--- src/beoc_pkg.sv ---
`timescale 1ns / 1ps

package beoc_pkg;

	localparam int ROW_W        = 32;
	localparam int ERO_W        = 30;
	localparam int SIZE_W       = 6;
	localparam int SE_W         = 9;
	localparam int DATA_W       = 32;
	localparam int ADDR_W       = 3;
	localparam int MAX_SIZE_DEF = 32;
	localparam int MIN_SIZE     = 3;

	localparam logic [0:0] REG_IMAGE_SIZE  = 1'b0;
	localparam logic [0:0] REG_STRUCT_ELEM = 1'b1;

	localparam logic [SIZE_W-1:0] SIZE_RST = SIZE_W'(MIN_SIZE);
	localparam logic [SE_W-1:0]   SE_RST   = '0;

	typedef struct packed {
		logic              wr;
		logic [SIZE_W-1:0] wr_addr;
		logic              rd;
		logic [SIZE_W-1:0] rd_addr;
		logic              clr;
		logic              shift;
		logic              keep;
		logic              cmp;
		logic              emit_mid;
		logic              emit_last;
	} beoc_cmd_t;

	function automatic logic [SIZE_W-1:0] eff_size(input logic [SIZE_W-1:0] sz,
			input logic [SIZE_W-1:0] lim);
		logic [SIZE_W-1:0] n;
		n = (sz < SIZE_W'(MIN_SIZE)) ? SIZE_W'(MIN_SIZE) : sz;
		if (n > lim) begin
			n = lim;
		end
		return n;
	endfunction

	function automatic logic [ROW_W-1:0] erode_row(input logic [ROW_W-1:0] r0,
			input logic [ROW_W-1:0] r1, input logic [ROW_W-1:0] r2,
			input logic [SE_W-1:0] se);
		logic [ROW_W-1:0] fit;
		fit = '1;
		fit &= {ROW_W{~se[0]}} | (r0 << 1);
		fit &= {ROW_W{~se[1]}} | r0;
		fit &= {ROW_W{~se[2]}} | (r0 >> 1);
		fit &= {ROW_W{~se[3]}} | (r1 << 1);
		fit &= {ROW_W{~se[4]}} | r1;
		fit &= {ROW_W{~se[5]}} | (r1 >> 1);
		fit &= {ROW_W{~se[6]}} | (r2 << 1);
		fit &= {ROW_W{~se[7]}} | r2;
		fit &= {ROW_W{~se[8]}} | (r2 >> 1);
		return fit;
	endfunction

	// up is eroded row t-1, mid row t, dn row t+1
	function automatic logic [ROW_W-1:0] dilate_row(input logic [ROW_W-1:0] up,
			input logic [ROW_W-1:0] mid, input logic [ROW_W-1:0] dn,
			input logic [SE_W-1:0] se);
		logic [ROW_W-1:0] acc;
		acc = '0;
		acc |= {ROW_W{se[0]}} & (dn >> 1);
		acc |= {ROW_W{se[1]}} & dn;
		acc |= {ROW_W{se[2]}} & (dn << 1);
		acc |= {ROW_W{se[3]}} & (mid >> 1);
		acc |= {ROW_W{se[4]}} & mid;
		acc |= {ROW_W{se[5]}} & (mid << 1);
		acc |= {ROW_W{se[6]}} & (up >> 1);
		acc |= {ROW_W{se[7]}} & up;
		acc |= {ROW_W{se[8]}} & (up << 1);
		return acc;
	endfunction

endpackage

--- src/beoc_ctrl.sv ---
`timescale 1ns / 1ps

module beoc_ctrl (
	input  logic                           clk,
	input  logic                           arst_n,
	input  logic                           start,
	input  logic [beoc_pkg::SIZE_W-1:0]    n,
	output logic                           busy,
	output beoc_pkg::beoc_cmd_t            cmd
);

	localparam logic ST_IDLE = 1'b0;
	localparam logic ST_RUN  = 1'b1;

	logic                        state_q;
	logic [beoc_pkg::SIZE_W-1:0] rows_q;
	logic [beoc_pkg::SIZE_W-1:0] cnt_q;
	logic [beoc_pkg::SIZE_W-1:0] rows_next;

	assign rows_next = rows_q + beoc_pkg::SIZE_W'(1);
	assign busy      = (state_q == ST_RUN);

	always_comb begin
		cmd           = '0;
		cmd.wr_addr   = rows_q;
		cmd.rd_addr   = cnt_q;
		case (state_q)
			ST_IDLE: begin
				cmd.wr  = start && (rows_q < n);
				cmd.clr = start && (rows_next >= n);
			end
			ST_RUN: begin
				cmd.rd        = (cnt_q < n);
				cmd.shift     = 1'b1;
				cmd.keep      = (cnt_q >= beoc_pkg::SIZE_W'(3)) && (cnt_q <= n);
				cmd.cmp       = (cnt_q >= beoc_pkg::SIZE_W'(4));
				cmd.emit_mid  = (cnt_q >= beoc_pkg::SIZE_W'(3)) && (cnt_q < n);
				cmd.emit_last = (cnt_q == n + beoc_pkg::SIZE_W'(3));
			end
			default: begin
				cmd.wr = 1'b0;
			end
		endcase
	end

	always_ff @(posedge clk or negedge arst_n) begin
		if (!arst_n) begin
			state_q <= ST_IDLE;
			rows_q  <= '0;
			cnt_q   <= '0;
		end else begin
			case (state_q)
				ST_IDLE: begin
					if (start) begin
						if (rows_next >= n) begin
							rows_q  <= '0;
							cnt_q   <= '0;
							state_q <= ST_RUN;
						end else begin
							rows_q <= rows_next;
						end
					end
				end
				ST_RUN: begin
					cnt_q <= cnt_q + beoc_pkg::SIZE_W'(1);
					if (cmd.emit_last) begin
						state_q <= ST_IDLE;
					end
				end
				default: begin
					state_q <= ST_IDLE;
				end
			endcase
		end
	end

endmodule

--- src/beoc_dp.sv ---
`timescale 1ns / 1ps

module beoc_dp #(
	parameter int MAX_SIZE = beoc_pkg::MAX_SIZE_DEF
) (
	input  logic                          clk,
	input  logic                          arst_n,
	input  beoc_pkg::beoc_cmd_t           cmd,
	input  logic [beoc_pkg::SIZE_W-1:0]   n,
	input  logic [beoc_pkg::SE_W-1:0]     se,
	input  logic [beoc_pkg::ROW_W-1:0]    pixel_row,
	output logic                          strobe,
	output logic [beoc_pkg::ERO_W-1:0]    eroded_row,
	output logic                          opening_match,
	output logic                          last_row
);

	localparam int DEPTH = (MAX_SIZE < beoc_pkg::ROW_W) ? MAX_SIZE : beoc_pkg::ROW_W;
	localparam int AW    = $clog2(DEPTH);

	logic [beoc_pkg::ROW_W-1:0] mem [DEPTH];
	logic [beoc_pkg::ROW_W-1:0] rd_q;
	logic [beoc_pkg::ROW_W-1:0] iw_old_q, iw_mid_q, iw_new_q;
	logic [beoc_pkg::ROW_W-1:0] e_old_q, e_mid_q, e_new_q;
	logic                       match_q;
	logic                       strobe_q, match_out_q, last_q;
	logic [beoc_pkg::ERO_W-1:0] eroded_q;

	logic [beoc_pkg::ROW_W-1:0] mask, int_mask, e_comb, open_row;
	logic                       cmp_ok;

	assign mask     = ~({beoc_pkg::ROW_W{1'b1}} << n);
	assign int_mask = (mask >> 1) & ~beoc_pkg::ROW_W'(1);
	assign e_comb   = cmd.keep
		? (beoc_pkg::erode_row(iw_mid_q, iw_new_q, rd_q, se) & int_mask) : '0;
	assign open_row = beoc_pkg::dilate_row(e_old_q, e_mid_q, e_new_q, se);
	assign cmp_ok   = ((open_row & mask) == iw_old_q);

	always_ff @(posedge clk) begin
		if (cmd.wr) begin
			mem[cmd.wr_addr[AW-1:0]] <= pixel_row & mask;
		end
		if (cmd.rd) begin
			rd_q <= mem[cmd.rd_addr[AW-1:0]];
		end
	end

	always_ff @(posedge clk) begin
		if (cmd.shift) begin
			iw_old_q <= iw_mid_q;
			iw_mid_q <= iw_new_q;
			iw_new_q <= rd_q;
			e_old_q  <= e_mid_q;
			e_mid_q  <= e_new_q;
			e_new_q  <= e_comb;
		end
		if (cmd.emit_mid) begin
			eroded_q <= e_comb[beoc_pkg::ERO_W:1];
		end else if (cmd.emit_last) begin
			eroded_q <= e_old_q[beoc_pkg::ERO_W:1];
		end
	end

	always_ff @(posedge clk or negedge arst_n) begin
		if (!arst_n) begin
			match_q     <= 1'b1;
			strobe_q    <= 1'b0;
			match_out_q <= 1'b0;
			last_q      <= 1'b0;
		end else begin
			if (cmd.clr) begin
				match_q <= 1'b1;
			end else if (cmd.cmp) begin
				match_q <= match_q & cmp_ok;
			end
			strobe_q    <= cmd.emit_mid | cmd.emit_last;
			last_q      <= cmd.emit_last;
			match_out_q <= cmd.emit_last & match_q & cmp_ok;
		end
	end

	assign strobe        = strobe_q;
	assign eroded_row    = eroded_q;
	assign opening_match = match_out_q;
	assign last_row      = last_q;

endmodule

--- src/binary_erosion_opening_check_core.sv ---
`timescale 1ns / 1ps

// Binary 3x3 opening check. Write image_size (byte address 0) and struct_elem
// (byte address 4) over the APB port while the block is idle. Pulse start with
// one image row on pixel_row per cycle. The n-th row makes busy rise, and
// while busy one pass walks the image memory a row per cycle through a
// three-row window, eroding and re-dilating on the fly. The n-2 eroded rows
// come out on strobe, one cycle each, in row order; the last one, with
// last_row and opening_match, shows in the cycle busy falls.
// The receiver cannot hold results off: sample every strobe.
module binary_erosion_opening_check_core #(
	parameter int MAX_SIZE = beoc_pkg::MAX_SIZE_DEF
) (
	input  logic                          clk,
	input  logic                          arst_n,
	input  logic                          psel,
	input  logic                          penable,
	input  logic                          pwrite,
	input  logic [beoc_pkg::ADDR_W-1:0]   paddr,
	input  logic [beoc_pkg::DATA_W-1:0]   pwdata,
	output logic [beoc_pkg::DATA_W-1:0]   prdata,
	output logic                          pready,
	input  logic                          start,
	output logic                          busy,
	input  logic [beoc_pkg::ROW_W-1:0]    pixel_row,
	output logic                          strobe,
	output logic [beoc_pkg::ERO_W-1:0]    eroded_row,
	output logic                          opening_match,
	output logic                          last_row
);

	localparam int LIM = (MAX_SIZE < beoc_pkg::ROW_W) ? MAX_SIZE : beoc_pkg::ROW_W;

	logic [beoc_pkg::SIZE_W-1:0] size_q;
	logic [beoc_pkg::SE_W-1:0]   se_q;
	logic [beoc_pkg::SIZE_W-1:0] n;
	logic                        wr_en;
	beoc_pkg::beoc_cmd_t         cmd;

	assign pready = 1'b1;
	assign wr_en  = psel && penable && pwrite && pready;
	assign n      = beoc_pkg::eff_size(size_q, beoc_pkg::SIZE_W'(LIM));

	always_ff @(posedge clk or negedge arst_n) begin
		if (!arst_n) begin
			size_q <= beoc_pkg::SIZE_RST;
			se_q   <= beoc_pkg::SE_RST;
		end else if (wr_en) begin
			case (paddr[2:2])
				beoc_pkg::REG_IMAGE_SIZE:  size_q <= pwdata[beoc_pkg::SIZE_W-1:0];
				beoc_pkg::REG_STRUCT_ELEM: se_q   <= pwdata[beoc_pkg::SE_W-1:0];
				default: size_q <= size_q;
			endcase
		end
	end

	always_comb begin
		case (paddr[2:2])
			beoc_pkg::REG_IMAGE_SIZE:  prdata = beoc_pkg::DATA_W'(size_q);
			beoc_pkg::REG_STRUCT_ELEM: prdata = beoc_pkg::DATA_W'(se_q);
			default:                   prdata = '0;
		endcase
	end

	beoc_ctrl u_ctrl (
		.clk    (clk),
		.arst_n (arst_n),
		.start  (start),
		.n      (n),
		.busy   (busy),
		.cmd    (cmd)
	);

	beoc_dp #(
		.MAX_SIZE (MAX_SIZE)
	) u_dp (
		.clk           (clk),
		.arst_n        (arst_n),
		.cmd           (cmd),
		.n             (n),
		.se            (se_q),
		.pixel_row     (pixel_row),
		.strobe        (strobe),
		.eroded_row    (eroded_row),
		.opening_match (opening_match),
		.last_row      (last_row)
	);

endmodule

--- config.mk ---
export PLATFORM = sky130hd
export DESIGN_NAME = binary_erosion_opening_check_core
export DESIGN_NICKNAME = d
export VERILOG_FILES = /design/src/beoc_pkg.sv /design/src/beoc_ctrl.sv /design/src/beoc_dp.sv /design/src/binary_erosion_opening_check_core.sv
export SDC_FILE = /design/constraint.sdc
export NUM_CORES = 1
export LEC_CHECK = 0
export BUFFER_PORTS_ARGS = -buffer_cell sky130_fd_sc_hd__buf_2
export CAP_MARGIN = 25
export CORE_ASPECT_RATIO = 1.5
export CORE_MARGIN = 4
export CORE_UTILIZATION = 60
export DETAILED_ROUTE_END_ITERATION = 7
export PLACE_DENSITY = 0.74
export SLEW_MARGIN = 20
export SYNTH_ARGS = -nofsm -noshare
export SYNTH_HDL_FRONTEND = slang
export SYNTH_SLANG_ARGS = --single-unit
--- constraint.sdc ---
create_clock -name clk -period 8.6 [get_ports clk]
set_input_delay 0.43 -clock clk [delete_from_list [all_inputs] [get_ports clk]]
set_output_delay 0.43 -clock clk [all_outputs]
set_load 0.005 [all_outputs]
# Word level (Yosys, flattened, before mapping)
# Memories as Yosys holds them, arrays and structs flattened. A register that Yosys moved wholly into a read port is not among the register bits.
# Index checks and enable logic that the tools add are counted.
[classes] n_lt_le_gt_ge=8 n_eq_ne=4 shift=1 addsub=3 n_reduce_logical=12 mux=22 n_bitwise=53
[ops] operator="$and A32 B32 Y32" count=16
[ops] operator="$or A32 B32 Y32" count=14
[ops] operator="$and A32 B31 Y32" count=4
[ops] operator="$or A32 B31 Y32" count=3
[ops] operator="$pmux W32 S2" count=1
[ops] operator="$mux W30" count=2
[ops] operator="$eq A32 B32 Y1" count=1
[ops] operator="$not A32 Y32" count=1
[ops] operator="$shl A32 B6 Y32 const A" count=1
[ops] operator="$mux W31" count=1
[ops] operator="$mux W6" count=5
[ops] operator="$add A6 B1 Y6 const B" count=2
[ops] operator="$lt A6 B6 Y1" count=2
[ops] operator="$pmux W6 S2" count=1
[ops] operator="$not A1 Y1" count=11
[ops] operator="$mux W1" count=10
[ops] operator="$reduce_and A2 Y1" count=4
[ops] operator="$add A6 B2 Y6 const B" count=1
[ops] operator="$eq A6 B6 Y1" count=1
[ops] operator="$ge A6 B2 Y1 const B" count=1
[ops] operator="$ge A6 B3 Y1 const B" count=1
[ops] operator="$ge A6 B6 Y1" count=1
[ops] operator="$gt A6 B6 Y1 const B" count=1
[ops] operator="$le A6 B6 Y1" count=1
[ops] operator="9 further kinds" count=17
[word_totals] out_inout_bits=67 mem_bits_rw=1024 n_memories=1 regBits=254 word_cells=121
[memory_table] name="u_dp.mem" depth=32 word_bits=32 rd=1 rd_clocked_by_memory_dff=1 write_ports=1 line="beoc_dp.sv:21" text="logic [beoc_pkg::ROW_W-1:0] mem [DEPTH];"

# Logic depth before layout (Yosys ltp)
[depth] depth_word=14 ltp_mapped=15

# Hierarchy
# A second synthesis with hierarchy kept.
[unflattened] hier_cells=2593 hier_area_um2=52765.6
[by_module_without_submodules] module="beoc_dp" area_per_inst_um2=50582.3 seq_area_each_um2=38298.0 instances=1 cells_per_inst=2376
[by_module_without_submodules] module="beoc_ctrl" area_per_inst_um2=1271.2 seq_area_each_um2=325.3 instances=1 cells_per_inst=138
[by_module_without_submodules] module="binary_erosion_opening_check_core" area_per_inst_um2=912.1 seq_area_each_um2=377.9 instances=1 cells_per_inst=79

# Least setup slack after synthesis
# Ideal clock, no wire load.
[synth_path] path_kind="register to register" start="register u_ctrl.state_q (netlist: u_ctrl.busy)" end="register u_dp.eroded_q (netlist bit u_dp.eroded_row[0]) (enable)" arrival_ps=6083 setup_ps=388 synth_period_minus_slack_ps=6471 required_ps=8212 stages_incl_launch_ff=6 path_slack_ps=2129 path_cell_list="dfrtp_1 -> o21ai_0 -> or2b_1 -> buf_2 -> buf_1 -> nand2_1"
[synth_via] elab_chain_len=2
[synth_rtl] element="start, declared" line="beoc_ctrl.sv:15" text="logic state_q;"
[synth_rtl] element="start signal, assigned" line="beoc_ctrl.sv:48" text="state_q <= ST_IDLE;"
[synth_rtl] element="start signal, assigned" line="beoc_ctrl.sv:58" text="state_q <= ST_RUN;"
[synth_rtl] element="start signal, assigned" line="beoc_ctrl.sv:67" text="state_q <= ST_IDLE;"
[synth_rtl] element="$mux W5" line="beoc_ctrl.sv:27" text="case (state_q)"
[synth_rtl] element="$reduce_bool A2 Y1 (no source line)"
[synth_rtl] element="end signal, assigned" line="beoc_dp.sv:58" text="eroded_q <= e_comb[beoc_pkg::ERO_W:1];"
[synth_rtl] element="end signal, assigned" line="beoc_dp.sv:60" text="eroded_q <= e_old_q[beoc_pkg::ERO_W:1];"
[synth_rtl] element="end, declared" line="beoc_dp.sv:27" text="logic [beoc_pkg::ERO_W-1:0] eroded_q;"
# Every way passes these cells.
# A chain may end at the register's enable or synchronous reset.

# Final worst setup path
[layout_path] start="register size_q[2] in the netlist's numbering" end="memory u_dp.mem[11][30] in the netlist's numbering (enable)"
[layout_via] elab_chain_len=9
[layout_rtl] element="start, declared" line="binary_erosion_opening_check_core.sv:34" text="logic [beoc_pkg::SIZE_W-1:0] size_q;"
[layout_rtl] element="start signal, assigned" line="binary_erosion_opening_check_core.sv:46" text="size_q <= beoc_pkg::SIZE_RST;"
[layout_rtl] element="start signal, assigned" line="binary_erosion_opening_check_core.sv:50" text="beoc_pkg::REG_IMAGE_SIZE: size_q <= pwdata[beoc_pkg::SIZE_W-1:0];"
[layout_rtl] element="start signal, assigned" line="binary_erosion_opening_check_core.sv:52" text="default: size_q <= size_q;"
[layout_rtl] element="$lt A6 B2 Y1" line="beoc_pkg.sv:36" text="n = (sz < SIZE_W'(MIN_SIZE)) ? SIZE_W'(MIN_SIZE) : sz;"
[layout_rtl] element="$mux W6 *" line="beoc_pkg.sv:36"
[layout_rtl] element="$gt A6 B6 Y1" line="beoc_pkg.sv:37" text="if (n > lim) begin"
[layout_rtl] element="$mux W6 *" line="beoc_pkg.sv:37"
[layout_rtl] element="$lt A6 B6 Y1 *" line="beoc_ctrl.sv:29" text="cmd.wr = start && (rows_q < n);"
[layout_rtl] element="$logic_and A1 B1 Y1 *" line="beoc_ctrl.sv:29"
[layout_rtl] element="$mux W1 *" line="beoc_ctrl.sv:27"
[layout_rtl] element="$mux W1 *" line="beoc_dp.sv:40" text="if (cmd.wr) begin"
[layout_rtl] element="$mux W1 (not written as such) *" line="beoc_dp.sv:41" text="mem[cmd.wr_addr[AW-1:0]] <= pixel_row & mask;"
[layout_rtl] element="end, declared" line="beoc_dp.sv:21"
# Mark *: on every way between the ends. The rest lies on a longest branch, timed or not.

==> impl_metrics.ini <==
[die]
core_area_um2 = 87700
start_util_pct = 60.6
floorplan.die.width_um = 251
pin_count = 140
design.die.area_um2 = 93500
core.rowCount = 133
dieHeight_um = 372

[drt]
postRouteAntennaNets = 0
drtPass1Iterations = 8
detail_route.iter0.violations = 4139
wl_per_cell_um = 33.6
drc = 8
post_dr_vias_cell = 6.99
route.final.wire_length_um = 134000
routed-via-count = 27900

[setup_path]
startpoint_class_of_the_critical_path = register
critical_path_required_ps = 8950
timing.critical_path.fanout_max = 19
worst_setup_path_end_kind = register
critical_path_class = register to register
arrival_ps = 5880
worstRegToRegCells = 12

[layout]
fin_nets = 2842
multiInputGateArea_um2 = 13400
final-instance-count-excl-fill = 3987
seq_area_um2 = 39000
filler_cell_count = 5431
drive_above_1_share_pct = 29.2
area_growth_syn_to_layout_pct = 11.0

[pwr]
irDropWorstVdd_mv = 0.334
cellPowerDensity_nw_per_um2 = 346
static_leak_nw = 19.1

[place]
place_inst = 3759
place_hpwl_um = 78000
gp_congestion = 0.955
numPortBuffers = 90

[sta]
rsz_0062_raised_after_global_routing = no
finalCriticalPeriod_ps = 5530
fin_crit_sh_pct = 64.3
hold_violations = 0
max_freq_ghz = 0.181
max_slew.worst_pin.slew_ps = 1110
final.setup_skew_ps = 28.5
setup-tns-final_ps = 0
slew-limit-headroom_pct = 25.3
setup_viol_count_final = 0
slew_violations = 0

[global_routing]
antenna_found_initial = 8
first_global_vias = 28300
first_pass_grt_wire_length_um = 195000
groute.usage.overall_pct = 28.8
grt_util_met2_pct = 49.6
globalRouteOverflowTotal = 0
grt_start_max_net_pins = 159
grt.met1_usage_pct = 36.4
met3_global_route_usage_pct = 5.20
grt_most_used_layer = met2

[yosys]
postSynthRegisterBits = 1304
syn-cell-area_um2 = 53100
synth-async-reset-ratio_pct = 2.45
post_synthesis_compound_gate_area_fraction_pct = 5.09
netlist_top_cells_count = sky130_fd_sc_hd__edfxtp_1 (1,272), sky130_fd_sc_hd__mux4_2 (320), sky130_fd_sc_hd__clkbuf_1 (83), sky130_fd_sc_hd__mux2_2 (77), sky130_fd_sc_hd__o22ai_1 (67)
post_synthesis_average_cell_area_um2 = 20.5
synth_edf_count = 1272
post-synth-top-area-fraction_pct = 71.9
synth_seq_area_share_pct = 73.4
synth_top_family_by_area = multiplexers
synth-adder-area-share_pct = 0.659
yosysWarnings = 0
post_synth_inst_count = 2596
synth_xor_area_share_pct = 0.692
netlist.top_cell.by_area = sky130_fd_sc_hd__edfxtp_1
yosys-mux-area-fraction_pct = 15.2
synth_area_leaders = sky130_fd_sc_hd__edfxtp_1 (72%), sky130_fd_sc_hd__mux4_2 (14%), sky130_fd_sc_hd__mux2_2 (1.6%)
synth-simple-area-share_pct = 2.94
library_cell_with_the_highest_instance_count_after_synthesis = sky130_fd_sc_hd__edfxtp_1
synth_ff_type = sky130_fd_sc_hd__edfxtp_1
synth_cell_types = 68

[min_path]
min-delay-path-class = primary input to register
timing.hold.worst_path_depth = 3

[clock_tree]
root_buffer = sky130_fd_sc_hd__clkbuf_16
clk_latency_ps = 720
numClockSinks = 1304
clock_tree.buffer_depth = 3
clock_tree_from_tritoncts = built
cts_max_level = 3
number_of_clock_buffers_inserted_by_tritoncts = 114
clk_transition_reported_paths_ps = 70
post_cts.repair.setup_buffers = 0

[outcome]
failed_checks = DRC
run_status = complete, but fails checks

[job]
cap_violations = 0
[where the power goes]
group	switching, mW	internal, mW	leakage, nW
clock	2.26	2.72	1.75
combinational	3.46	2.73	5.02
sequential	0.910	8.29	12.3
total	6.63	13.7	19.1
[stage by stage]
| step | utilization (%) | total power, mW | hold slack (ps) | worst slack (ps) | area (um^2) |
|---|---|---|---|---|---|
| after floorplan | - | 13.4 | 134 | 2130 | 53200 |
| after global placement | 62.9 | 15.2 | 433 | 3270 | 55200 |
| after detailed placement | 62.9 | 15.4 | 436 | 3160 | 55200 |
| after CTS | 67.1 | 20.4 | 135 | 3090 | 58900 |
| after global routing | 67.2 | 21.1 | 175 | 2860 | 59000 |
| final | 67.2 | 20.4 | 169 | 3070 | 59000 |
[cells by family (layout without fill, tap and decap cells)]
group / count (synthesis) / in the layout
AOI/OAI and AO/OA: 348 / 348
xor gates and xnor gates: 42 / 42
adders and majority gates: 28 / 28
buffers and inverters: 230 / 449
DFF: 1304 / 1304
muxes: 398 / 398
other: 2 / 27
and+or+nand+nor: 244 / 244
[state kept, by name, indices dropped and copies added (netlist names)]
| name | count |
|---|---|
| u_dp.rd_q | 32 |
| u_dp.iw_new_q | 32 |
| u_dp.iw_mid_q | 32 |
| u_dp.iw_old_q | 32 |
| u_ctrl.cnt_q | 6 |
| se_q | 9 |
| u_ctrl.rows_q | 6 |
| u_dp.mem | 1024 |
| u_dp.e_new_q | 30 |
| u_ctrl.busy | 1 |
| u_dp.last_row | 1 |
| size_q | 6 |
| u_dp.match_q | 1 |
| u_dp.eroded_row | 30 |
| u_dp.e_old_q | 30 |
| u_dp.opening_match | 1 |
| u_dp.strobe | 1 |
| u_dp.e_mid_q | 30 |
[routing by layer]
layer	vias to the layer above	wire (um)
li1	11200	-
met1	14500	45600
met2	1793	69500
met3	327	12100
met4	2	6520
met5	-	11
[area by class of cell]
type,instances,area share (%)
Multi-Input combinational cell,1084,22.8
Tap cell,1147,2.43
Inverter,49,0.312
Clock buffer,144,5.10
Timing Repair Buffer,188,2.19
Sequential cell,1304,66.2
Clock inverter,68,0.997
Antenna cell,3,0.0127
[worst max-delay path, cell delays in order, from the launching register on]
cell and delay [ps]:
sky130_fd_sc_hd__dfrtp_1 750, sky130_fd_sc_hd__or2_2 280, sky130_fd_sc_hd__nor2_1 50, sky130_fd_sc_hd__o21ai_0 580, sky130_fd_sc_hd__ha_1 360, sky130_fd_sc_hd__nor2b_1 130, sky130_fd_sc_hd__o21a_1 160, sky130_fd_sc_hd__o21a_1 170
sky130_fd_sc_hd__o21a_1 160, sky130_fd_sc_hd__o21ai_0 350, sky130_fd_sc_hd__nand3_1 730, sky130_fd_sc_hd__nor2_4 840, sky130_fd_sc_hd__buf_4 560
[repair_timing]
action                    in CTS  in global routing
hold buffers                  10                  0
resized for setup              0                  0
hold endpoints to repair      44                  0
[cell usage in the layout (no fill, tap or decap), drive strengths merged, types with 16 or more instances in the layout]
cell | netlist | final
conb | 2 | 24
mux2 | 78 | 78
a222oi | 32 | 32
ha | 28 | 28
buf | 98 | 178
inv | 46 | 52
clkinv | 3 | 50
clkbuf | 83 | 144
a31oi | 24 | 24
a21oi | 22 | 22
nand3 | 17 | 17
nor2b | 21 | 21
nand2 | 34 | 34
nand2b | 16 | 16
nor2 | 66 | 66
dfrtp | 29 | 29
xor2 | 28 | 28
o221ai | 29 | 29
and2 | 17 | 17
a221oi | 31 | 31
o22ai | 67 | 67
nor4 | 26 | 26
a22o | 28 | 28
mux4 | 320 | 320
o21ai | 26 | 26
edfxtp | 1272 | 1272
a22oi | 44 | 44
[worst paths after layout]
kind                                  start                to  slack [ps]
setup / recovery                  size_q[2]  u_dp.mem[11][30]        3070
hold / removal                        start       u_ctrl.busy         170
setup reg to reg                  size_q[2]  u_dp.mem[11][30]        3070
hold reg to reg            u_dp.iw_new_q[1]  u_dp.iw_mid_q[1]         460
max in group asynchronous            arst_n   u_ctrl.cnt_q[0]        7570
min in group asynchronous            arst_n           se_q[1]         350
Power figures use the tool's default switching activity.
